<file path="src/design/sha256_pkg.sv">
// Package: SHA-256 constants, functions and controller/datapath interface types.
`default_nettype none
package sha256_pkg;
   localparam int unsigned Rounds = 64;

   typedef enum logic [2:0] {
      ST_IDLE,
      ST_PAD,
      ST_COMPRESS,
      ST_ADD,
      ST_EMIT
   } ctrl_state_type;

   typedef enum logic [1:0] {
      SRC_DATA,
      SRC_PAD80,
      SRC_ZERO,
      SRC_LEN
   } byte_src_type;

   typedef struct packed {
      logic         put_byte;
      byte_src_type src;
      logic         start_comp;
      logic         round_step;
      logic         add_hash;
      logic         count_bits;
      logic         restore_iv;
      logic         emit_shift;
   } dp_cmd_type;

   typedef struct packed {
      logic [6:0] fill;
      logic       round_last;
   } dp_status_type;

   function automatic logic [31:0] iv_word(input logic [2:0] idx);
      logic [31:0] v;
      case (idx)
         3'd0: v = 32'h6a09e667;
         3'd1: v = 32'hbb67ae85;
         3'd2: v = 32'h3c6ef372;
         3'd3: v = 32'ha54ff53a;
         3'd4: v = 32'h510e527f;
         3'd5: v = 32'h9b05688c;
         3'd6: v = 32'h1f83d9ab;
         default: v = 32'h5be0cd19;
      endcase
      return v;
   endfunction

   function automatic logic [31:0] round_const(input logic [5:0] idx);
      logic [31:0] k [0:63];
      k = '{
         32'h428a2f98, 32'h71374491, 32'hb5c0fbcf, 32'he9b5dba5, 32'h3956c25b, 32'h59f111f1,
         32'h923f82a4, 32'hab1c5ed5, 32'hd807aa98, 32'h12835b01, 32'h243185be, 32'h550c7dc3,
         32'h72be5d74, 32'h80deb1fe, 32'h9bdc06a7, 32'hc19bf174, 32'he49b69c1, 32'hefbe4786,
         32'h0fc19dc6, 32'h240ca1cc, 32'h2de92c6f, 32'h4a7484aa, 32'h5cb0a9dc, 32'h76f988da,
         32'h983e5152, 32'ha831c66d, 32'hb00327c8, 32'hbf597fc7, 32'hc6e00bf3, 32'hd5a79147,
         32'h06ca6351, 32'h14292967, 32'h27b70a85, 32'h2e1b2138, 32'h4d2c6dfc, 32'h53380d13,
         32'h650a7354, 32'h766a0abb, 32'h81c2c92e, 32'h92722c85, 32'ha2bfe8a1, 32'ha81a664b,
         32'hc24b8b70, 32'hc76c51a3, 32'hd192e819, 32'hd6990624, 32'hf40e3585, 32'h106aa070,
         32'h19a4c116, 32'h1e376c08, 32'h2748774c, 32'h34b0bcb5, 32'h391c0cb3, 32'h4ed8aa4a,
         32'h5b9cca4f, 32'h682e6ff3, 32'h748f82ee, 32'h78a5636f, 32'h84c87814, 32'h8cc70208,
         32'h90befffa, 32'ha4506ceb, 32'hbef9a3f7, 32'hc67178f2};
      return k[idx];
   endfunction
endpackage
`default_nettype wire

</file>
<file path="src/design/sha256_dp.sv">
// Datapath: block schedule shift line, round registers, hash words, bit count, digest output.
`default_nettype none
module sha256_dp (
   input  wire                        clock,
   input  wire                        reset,
   input  sha256_pkg::dp_cmd_type     cmd,
   input  wire  [7:0]                 data_byte,
   output sha256_pkg::dp_status_type  status,
   output logic [31:0]                digest_word
);
   import sha256_pkg::*;

   logic [31:0] w_ff [0:15];
   logic [31:0] w_in [0:15];
   logic [31:0] hash_ff [0:7];
   logic [31:0] hash_in [0:7];
   logic [31:0] a_ff, b_ff, c_ff, d_ff, e_ff, f_ff, g_ff, h_ff;
   logic [31:0] a_in, b_in, c_in, d_in, e_in, f_in, g_in, h_in;
   logic [6:0]  fill_ff, fill_in;
   logic [5:0]  round_ff, round_in;
   logic [63:0] bits_ff, bits_in;
   logic [63:0] len_ff, len_in;
   logic [7:0]  byte_val;
   logic [31:0] sg0, sg1, big0, big1, chs, maj, t1, t2, w_new;

   always_comb begin
      case (cmd.src)
         SRC_DATA:  byte_val = data_byte;
         SRC_PAD80: byte_val = 8'h80;
         SRC_ZERO:  byte_val = 8'h00;
         SRC_LEN:   byte_val = len_ff[63:56];
         default:   byte_val = 8'h00;
      endcase
   end

   always_comb begin
      sg0  = {w_ff[1][6:0], w_ff[1][31:7]} ^ {w_ff[1][17:0], w_ff[1][31:18]} ^ (w_ff[1] >> 3);
      sg1  = {w_ff[14][16:0], w_ff[14][31:17]} ^ {w_ff[14][18:0], w_ff[14][31:19]}
           ^ (w_ff[14] >> 10);
      w_new = w_ff[0] + sg0 + w_ff[9] + sg1;
      big1 = {e_ff[5:0], e_ff[31:6]} ^ {e_ff[10:0], e_ff[31:11]} ^ {e_ff[24:0], e_ff[31:25]};
      chs  = (e_ff & f_ff) ^ (~e_ff & g_ff);
      big0 = {a_ff[1:0], a_ff[31:2]} ^ {a_ff[12:0], a_ff[31:13]} ^ {a_ff[21:0], a_ff[31:22]};
      maj  = (a_ff & b_ff) ^ (a_ff & c_ff) ^ (b_ff & c_ff);
      t1   = h_ff + big1 + chs + round_const(round_ff) + w_ff[0];
      t2   = big0 + maj;
   end

   always_comb begin
      w_in = w_ff;
      hash_in = hash_ff;
      {a_in, b_in, c_in, d_in, e_in, f_in, g_in, h_in} =
         {a_ff, b_ff, c_ff, d_ff, e_ff, f_ff, g_ff, h_ff};
      fill_in  = fill_ff;
      round_in = round_ff;
      bits_in  = bits_ff;
      len_in   = len_ff;
      if (cmd.count_bits) bits_in = bits_ff + 64'd8;
      if (cmd.put_byte) begin
         w_in[fill_ff[5:2]] = (w_ff[fill_ff[5:2]] << 8) | {24'd0, byte_val};
         fill_in = fill_ff + 7'd1;
         if (cmd.src == SRC_PAD80) len_in = bits_ff;
         if (cmd.src == SRC_LEN) len_in = {len_ff[55:0], 8'd0};
      end
      if (cmd.start_comp) begin
         {a_in, b_in, c_in, d_in} = {hash_ff[0], hash_ff[1], hash_ff[2], hash_ff[3]};
         {e_in, f_in, g_in, h_in} = {hash_ff[4], hash_ff[5], hash_ff[6], hash_ff[7]};
         round_in = '0;
         fill_in  = '0;
      end
      if (cmd.round_step) begin
         for (int i = 0; i < 15; i++) w_in[i] = w_ff[i + 1];
         w_in[15] = w_new;
         h_in = g_ff; g_in = f_ff; f_in = e_ff; e_in = d_ff + t1;
         d_in = c_ff; c_in = b_ff; b_in = a_ff; a_in = t1 + t2;
         round_in = round_ff + 6'd1;
      end
      if (cmd.add_hash) begin
         hash_in[0] = hash_ff[0] + a_ff; hash_in[1] = hash_ff[1] + b_ff;
         hash_in[2] = hash_ff[2] + c_ff; hash_in[3] = hash_ff[3] + d_ff;
         hash_in[4] = hash_ff[4] + e_ff; hash_in[5] = hash_ff[5] + f_ff;
         hash_in[6] = hash_ff[6] + g_ff; hash_in[7] = hash_ff[7] + h_ff;
      end
      if (cmd.emit_shift) begin
         for (int i = 0; i < 7; i++) hash_in[i] = hash_ff[i + 1];
         hash_in[7] = hash_ff[0];
      end
      if (cmd.restore_iv) begin
         for (int i = 0; i < 8; i++) hash_in[i] = iv_word(3'(i));
         bits_in = '0;
         fill_in = '0;
      end
   end

   always_ff @(posedge clock) begin
      if (reset) begin
         for (int i = 0; i < 8; i++) hash_ff[i] <= iv_word(3'(i));
         fill_ff <= '0;
         bits_ff <= '0;
         round_ff <= '0;
      end else begin
         hash_ff <= hash_in;
         fill_ff <= fill_in;
         bits_ff <= bits_in;
         round_ff <= round_in;
      end
   end

   always_ff @(posedge clock) begin
      w_ff <= w_in;
      {a_ff, b_ff, c_ff, d_ff, e_ff, f_ff, g_ff, h_ff} <=
         {a_in, b_in, c_in, d_in, e_in, f_in, g_in, h_in};
      len_ff <= len_in;
   end

   assign status = '{fill: fill_ff, round_last: (round_ff == 6'(Rounds - 1))};
   assign digest_word = hash_ff[0];
endmodule
`default_nettype wire

</file>
<file path="src/design/sha256_ctrl.sv">
// Controller: absorb, padding, compression and digest emission sequencing.
`default_nettype none
module sha256_ctrl (
   input  wire                        clock,
   input  wire                        reset,
   input  wire                        req_tvalid,
   output logic                       req_tready,
   input  wire                        req_cmd,
   output logic                       rsp_tvalid,
   input  wire                        rsp_tready,
   output logic [2:0]                 rsp_index,
   input  sha256_pkg::dp_status_type  status,
   output sha256_pkg::dp_cmd_type     cmd
);
   import sha256_pkg::*;

   ctrl_state_type state_ff, state_in;
   logic       finishing_ff, finishing_in;
   logic [2:0] idx_ff, idx_in;
   // 0x80 landed in the length field: length goes into a further block
   logic       extra_ff, extra_in;
   // length bytes written means the final block went through
   logic       lenDone_ff, lenDone_in;

   always_ff @(posedge clock) begin
      if (reset) begin
         state_ff <= ST_IDLE;
         finishing_ff <= 1'b0;
         idx_ff <= '0;
         extra_ff <= 1'b0;
      end else begin
         state_ff <= state_in;
         finishing_ff <= finishing_in;
         idx_ff <= idx_in;
         extra_ff <= extra_in;
      end
   end

   always_comb begin
      state_in = state_ff;
      finishing_in = finishing_ff;
      idx_in = idx_ff;
      extra_in = extra_ff;
      cmd = '0;
      cmd.src = SRC_DATA;
      req_tready = 1'b0;
      rsp_tvalid = 1'b0;
      case (state_ff)
         ST_IDLE: begin
            req_tready = 1'b1;
            if (req_tvalid) begin
               if (req_cmd) begin
                  cmd.put_byte = 1'b1;
                  cmd.src = SRC_PAD80;
                  finishing_in = 1'b1;
                  extra_in = (status.fill >= 7'd56);
                  state_in = (status.fill == 7'd63) ? ST_COMPRESS : ST_PAD;
               end else begin
                  cmd.put_byte = 1'b1;
                  cmd.count_bits = 1'b1;
                  if (status.fill == 7'd63) state_in = ST_COMPRESS;
               end
            end
         end
         ST_PAD: begin
            cmd.put_byte = 1'b1;
            cmd.src = (status.fill >= 7'd56) && finishing_ff && !extra_ff ? SRC_LEN : SRC_ZERO;
            if (status.fill == 7'd63) state_in = ST_COMPRESS;
         end
         ST_COMPRESS: begin
            if (status.fill != 7'd0) begin
               cmd.start_comp = 1'b1;
            end else begin
               cmd.round_step = 1'b1;
               if (status.round_last) state_in = ST_ADD;
            end
         end
         ST_ADD: begin
            cmd.add_hash = 1'b1;
            extra_in = 1'b0;
            state_in = ST_IDLE;
            if (finishing_ff) state_in = ST_PAD;
         end
         ST_EMIT: begin
            rsp_tvalid = 1'b1;
            if (rsp_tready) begin
               cmd.emit_shift = 1'b1;
               idx_in = idx_ff + 3'd1;
               if (idx_ff == 3'd7) begin
                  cmd.emit_shift = 1'b0;
                  cmd.restore_iv = 1'b1;
                  finishing_in = 1'b0;
                  state_in = ST_IDLE;
               end
            end
         end
         default: state_in = ST_IDLE;
      endcase
      if (state_ff == ST_ADD && finishing_ff && lenDone_ff) begin
         state_in = ST_EMIT;
         idx_in = '0;
      end
   end

   always_comb begin
      lenDone_in = lenDone_ff;
      if (cmd.put_byte && cmd.src == SRC_LEN) lenDone_in = 1'b1;
      if (cmd.restore_iv) lenDone_in = 1'b0;
   end
   always_ff @(posedge clock) begin
      if (reset) lenDone_ff <= 1'b0;
      else lenDone_ff <= lenDone_in;
   end

   assign rsp_index = idx_ff;
endmodule
`default_nettype wire

</file>
<file path="src/design/sha256_hash_core.sv">
// Top level: streaming SHA-256 core.
// Absorb transaction: one byte; every 64th byte adds a block compression (1 round/cycle).
// Finish transaction: pads byte-serially (9 to 72 bytes, 1 byte/cycle), compresses one or
// two blocks, then emits eight digest words, one per cycle while rsp_tready is high.
// Absorb requests are not accepted while a block compresses on the single round unit.
// Synchronous active-high reset restores the initial hash values and clears the counts.
`default_nettype none
module sha256_hash_core (
   input  wire         clock,
   input  wire         reset,
   input  wire         req_tvalid,
   output logic        req_tready,
   input  wire  [7:0]  req_tdata,   // data_byte[7:0]
   input  wire         req_tuser,   // cmd
   output logic        rsp_tvalid,
   input  wire         rsp_tready,
   output logic [39:0] rsp_tdata,   // digest_word[31:0], word_index[34:32], zero fill
   output logic        rsp_tlast    // last_word
);
   import sha256_pkg::*;

   dp_cmd_type    cmd;
   dp_status_type status;
   logic [31:0]   digest_word;
   logic [2:0]    idx;

   sha256_ctrl u_ctrl (
      .clock(clock), .reset(reset),
      .req_tvalid(req_tvalid), .req_tready(req_tready), .req_cmd(req_tuser),
      .rsp_tvalid(rsp_tvalid), .rsp_tready(rsp_tready), .rsp_index(idx),
      .status(status), .cmd(cmd)
   );

   sha256_dp u_dp (
      .clock(clock), .reset(reset), .cmd(cmd), .data_byte(req_tdata),
      .status(status), .digest_word(digest_word)
   );

   assign rsp_tdata = {5'd0, idx, digest_word};
   assign rsp_tlast = (idx == 3'd7);
endmodule
`default_nettype wire

</file>
<file path="config.mk">
export PLATFORM = sky130hd
export DESIGN_NAME = sha256_hash_core
export DESIGN_NICKNAME = d
export VERILOG_FILES = /design/src/design/sha256_pkg.sv /design/src/design/sha256_dp.sv /design/src/design/sha256_ctrl.sv /design/src/design/sha256_hash_core.sv
export SDC_FILE = /design/constraint.sdc
export NUM_CORES = 2
export LEC_CHECK = 0
export BUFFER_PORTS_ARGS = -buffer_cell sky130_fd_sc_hd__buf_2
export CAP_MARGIN = 20
export CORE_AREA = 2 2 419 421
export DETAILED_ROUTE_END_ITERATION = 6
export DIE_AREA = 0 0 421 423
export GPL_ROUTABILITY_DRIVEN = 0
export PLACE_DENSITY_LB_ADDON = 0.1
export SLEW_MARGIN = 20
export SYNTH_ARGS = -nofsm -noshare
export SYNTH_HDL_FRONTEND = slang
export SYNTH_SLANG_ARGS = --single-unit
</file>
<file path="constraint.sdc">
create_clock -name clock -period 22.6 [get_ports clock]
set_clock_uncertainty 0.1 [all_clocks]
set_input_delay 3.39 -clock clock [delete_from_list [all_inputs] [get_ports clock]]
set_output_delay 3.39 -clock clock [all_outputs]
set_load 0.02 [all_outputs]
</file>
==> metrics.txt <==
# TYPE chip_impl_metric gauge
chip_impl_metric{name="drt.antenna.violating_nets",unit=""} 0
chip_impl_metric{name="synth-edff-count",unit=""} 829
chip_impl_metric{name="worstMarginPinSlew",unit="ns"} 1.35
chip_impl_metric{name="post_cts.resized_instances",unit=""} 0
chip_impl_metric{name="numPortBuffers",unit=""} 50
chip_impl_metric{name="post_synth_inst_count",unit=""} 7679
chip_impl_metric{name="critical_path_rt",unit="ns"} 23.04
chip_impl_metric{name="yosys.area.top_type_share",unit="%"} 32.1
chip_impl_metric{name="parity_gate_share_of_the_synthesized_area_counting_xor_and_xnor_cells",unit="%"} 6.87
chip_impl_metric{name="routed-via-count",unit=""} 63058
chip_impl_metric{name="worst_path_largest_cell_delay",unit="ns"} 0.95
chip_impl_metric{name="detailed_place.area",unit="µm²"} 79600
chip_impl_metric{name="report.final.hold_viol_count",unit=""} 0
chip_impl_metric{name="power.sequential.fraction",unit="%"} 42.3
chip_impl_info{name="start_kind",value="flop"} 1
chip_impl_metric{name="power.switching_fraction",unit="%"} 28.4
chip_impl_metric{name="cp_max_fo",unit=""} 23
chip_impl_metric{name="postCtsSetupBuffers",unit=""} 0
chip_impl_metric{name="placement_rows",unit=""} 153
chip_impl_metric{name="dr.first_iter.drc_count",unit=""} 8430
chip_impl_metric{name="pwr_density_cell",unit="nW/µm²"} 64.8
chip_impl_metric{name="floorplan.die.height",unit="µm"} 423
chip_impl_metric{name="detail_route.vias_per_cell",unit=""} 6.38
chip_impl_metric{name="synth.yosys.warnings",unit=""} 0
chip_impl_metric{name="antenna_found_initial",unit=""} 11
chip_impl_metric{name="total_congestion_overflow",unit=""} 0
chip_impl_metric{name="clk_path_buf_depth",unit=""} 3
chip_impl_metric{name="insertion_delay",unit="ns"} 0.82
chip_impl_info{name="ctsRootBufferMaster",value="clkbuf_16"} 1
chip_impl_metric{name="max_freq",unit="GHz"} 0.0926
chip_impl_metric{name="final_min_period_over_clock_period",unit="%"} 47.8
chip_impl_info{name="setup.worst_path.start",value="u_dp.round_ff[1]"} 1
chip_impl_info{name="crit_path_frequent_cell",value="a21oi_1"} 1
chip_impl_metric{name="post_synth_and_or_nand_nor_area_fraction",unit="%"} 10.8
chip_impl_metric{name="design.core.area",unit="µm²"} 173000
chip_impl_metric{name="die-area",unit="µm²"} 178000
chip_impl_metric{name="die_x",unit="µm"} 421
chip_impl_info{name="min-delay-path-class",value="reg -> reg"} 1
chip_impl_metric{name="finalInstanceArea",unit="µm²"} 84200
chip_impl_metric{name="synth_seq_cells",unit=""} 1168
chip_impl_metric{name="initial_standard_cell_utilization_of_the_core",unit="%"} 44.8
chip_impl_metric{name="clock_sinks",unit=""} 1168
chip_impl_metric{name="cts.htree.levels",unit=""} 4
chip_impl_info{name="critPathSlowestCell",value="ha_1"} 1
chip_impl_metric{name="final.setup.worst_slack",unit="ns"} 11.81
chip_impl_metric{name="floorplan.io_pins",unit=""} 56
chip_impl_metric{name="cts-buffers-inserted",unit=""} 144
chip_impl_metric{name="postLayoutCoreUtil",unit="%"} 48.6
chip_impl_info{name="cts_tree",value="done"} 1
chip_impl_metric{name="net-switching-power",unit="µW"} 1550
chip_impl_metric{name="vdd_ir_drop_max",unit="µV"} 78.9
chip_impl_metric{name="critical_path_arrival",unit="ns"} 11.23
chip_impl_info{name="synth_most_common_cell",value="nand2_1"} 1
chip_impl_info{name="timing.rr.start",value="u_dp.round_ff[1]"} 1
chip_impl_metric{name="fin_nets",unit=""} 8040
chip_impl_metric{name="clkPwrFrac",unit="%"} 42.2
chip_impl_metric{name="routed_length_per_placed_instance",unit="µm"} 28.7
chip_impl_metric{name="synth_seq_area_share",unit="%"} 40.8
chip_impl_metric{name="via_count_of_the_first_global_routing_pass",unit=""} 58840
chip_impl_info{name="ys_top_cells_by_area",value="edfxtp_1, dfxtp_1, ha_1, a22o_1, fa_1"} 1
chip_impl_metric{name="cts.reportedPaths.clkPinSlew",unit="ns"} 0.06
chip_impl_info{name="critical_path.endpoint_type",value="flop"} 1
chip_impl_metric{name="groute.usage.overall",unit="%"} 31.0
chip_impl_metric{name="finalWorstPathRequiredPeriod",unit="ns"} 10.79
chip_impl_info{name="reg2reg_to",value="u_dp.e_ff[31]"} 1
chip_impl_metric{name="grt_max_degree",unit=""} 237
chip_impl_metric{name="postSynthAreaPerCell",unit="µm²"} 10.1
chip_impl_metric{name="cts.hold.buffers_added",unit=""} 0
chip_impl_info{name="largest_family_of_logic_cells_by_synthesized_area",value="compound AO/OA/AOI/OAI gates"} 1
chip_impl_metric{name="comb_power_share",unit="%"} 15.6
chip_impl_metric{name="timing.reg2reg.setup_slack",unit="ns"} 11.81
chip_impl_info{name="synth_top_flop_cell",value="edfxtp_1"} 1
chip_impl_info{name="result_of_the_run",value="finished, final reports clean"} 1
chip_impl_metric{name="maxCapViolCount",unit=""} 0
chip_impl_metric{name="p_int",unit="µW"} 3910
chip_impl_metric{name="post_synth_fa_ha_maj_area_fraction",unit="%"} 11.5
chip_impl_metric{name="totalNegativeSetupSlack",unit="ns"} 0
chip_impl_metric{name="synth-async-reset-ratio",unit="%"} 0
chip_impl_metric{name="number_of_max_slew_violations_in_the_final_report",unit=""} 0
chip_impl_metric{name="setup-violations-final",unit=""} 0
chip_impl_metric{name="finalHoldWorstSlack",unit="ns"} 0.390
chip_impl_metric{name="share_of_final_layout_standard_cells_stronger_than_drive_strength_1",unit="%"} 8.15
chip_impl_metric{name="global_route_wire_length_before_repair",unit="µm"} 412000
chip_impl_info{name="synth_top_cells_by_count",value="nand2_1, edfxtp_1, a22o_1"} 1
chip_impl_info{name="timing.hold.worst_endpoint",value="u_dp.hash_ff[192]"} 1
chip_impl_metric{name="route.detailed.drc",unit=""} 0
chip_impl_info{name="hold_path.startpoint",value="u_dp.hash_ff[192]"} 1
chip_impl_metric{name="synth_compound_area_share",unit="%"} 20.3
chip_impl_metric{name="synth_cell_types",unit=""} 90
chip_impl_metric{name="hpwl_dp",unit="µm"} 195000
chip_impl_metric{name="worstRegToRegCells",unit=""} 33
chip_impl_metric{name="flow.area_growth_from_synthesis",unit="%"} 8.59
chip_impl_metric{name="synth.mux.area_fraction",unit="%"} 5.15
chip_impl_metric{name="drt-pass1-iter-count",unit=""} 6
chip_impl_info{name="synth_top_area_cell",value="edfxtp_1"} 1
chip_impl_metric{name="placement.setup.worst_slack",unit="ns"} 12.08
chip_impl_metric{name="finalWirelength",unit="µm"} 283000
chip_impl_info{name="rsz_0062_raised_after_global_routing",value="no"} 1
chip_impl_metric{name="min_delay_path_depth",unit=""} 2
chip_impl_metric{name="slew_headroom",unit="%"} 10.2
chip_impl_metric{name="static-leakage-power",unit="µW"} 0.0321
chip_impl_metric{name="mappedNetlistArea",unit="µm²"} 77600
chip_impl_info{name="setup.worst_path.class",value="reg -> reg"} 1
## layout make-up
cell class | count | area (µm²)
Multi-Input combinational cell | 5612 | 42600
Inverter | 362 | 1370
Fill cell | 15858 | 89000
Clock inverter | 65 | 652
Tap cell | 2325 | 2910
Antenna cell | 6 | 15.0
Sequential cell | 1168 | 31700
Timing Repair Buffer | 146 | 1050
Clock buffer | 202 | 3970
## layer usage
layer  vias up  share of wire, %  track usage, %
li1      27758                 -               -
met3       458                10            7.03
met2      3287                41            43.5
met5         -             0.026               0
met1     31545                45            46.0
met4        10               3.9            11.8
## metrics by stage
stage,instances,total power [µW]
2_1_floorplan,7683,2950
3_3_place_gp,9612,3170
3_5_place_dp,9612,3180
4_1_cts,9879,5470
5_1_grt,9881,5650
6_report,9886,5460
## sequential cells by signal, indices dropped and copies added (netlist names), 61 cells and up
name,count
u_dp.w_ff,512
u_dp.hash_ff,224
u_dp.bits_ff,61
u_dp.len_ff,61
## logic make-up (layout without fill, tap and decap cells)
family,count (synthesis),in the layout
and+or+nand+nor,1899,1899
xor gates and xnor gates,607,607
adders and majority gates,596,596
muxes,233,233
buffers and inverters,903,775
other,1,11
DFF,1168,1168
AOI/OAI and AO/OA,2272,2272
## worst max path at each step
stage | end | slack [ns]
6_report | u_dp.e_ff[31] | 11.81
5_1_grt | u_dp.a_ff[30] | 11.10
4_1_cts | u_dp.a_ff[31] | 12.08
3_5_place_dp | u_dp.a_ff[31] | 12.08
3_3_place_gp | u_dp.a_ff[31] | 12.18
2_1_floorplan | u_dp.w_ff[480] | 12.61
## power by group through the flow
stage,registers [µW],logic (µW),clock network (µW)
after global placement,2350,817,0
after detailed placement,2350,825,0
after floorplan,2340,612,0
after CTS,2310,833,2340
final,2310,851,2300
after global routing,2310,928,2420
## layout by cell type, fill, tap and decap left out, types with 46 or more instances in the layout
| cell type | Yosys | routed |
|---|---|---|
| buf_4 | 37 | 90 |
| a21o_1 | 174 | 174 |
| dfxtp_1 | 339 | 332 |
| ha_1 | 398 | 398 |
| o21ai_0 | 462 | 462 |
| edfxtp_1 | 829 | 829 |
| nor2_1 | 330 | 320 |
| xnor2_1 | 374 | 374 |
| a22oi_1 | 89 | 89 |
| a21oi_1 | 447 | 445 |
| nor3_1 | 79 | 71 |
| inv_1 | 361 | 360 |
| o21a_1 | 59 | 59 |
| nand2_1 | 1040 | 1025 |
| mux2_2 | 60 | 60 |
| a221oi_1 | 151 | 151 |
| nor2b_1 | 60 | 58 |
| xor2_1 | 232 | 232 |
| nand2b_1 | 80 | 80 |
| a31oi_1 | 59 | 58 |
| mux4_2 | 127 | 127 |
| clkbuf_16 | 0 | 145 |
| nand3_1 | 96 | 96 |
| fa_1 | 195 | 195 |
| buf_2 | 25 | 50 |
| a22o_1 | 494 | 494 |
| mux2i_1 | 46 | 46 |
## worst max-delay path: cells and delay by family, from the launching register on
kind	cells	cell delay, ns
adders and majority gates	6	3.13
AOI/OAI and AO/OA	16	3.29
and+or+nand+nor	4	1.42
muxes	1	0.51
buffers and inverters	4	0.81
DFF	1	0.85
xor gates and xnor gates	2	0.41
(Power assumes the default switching activity.)
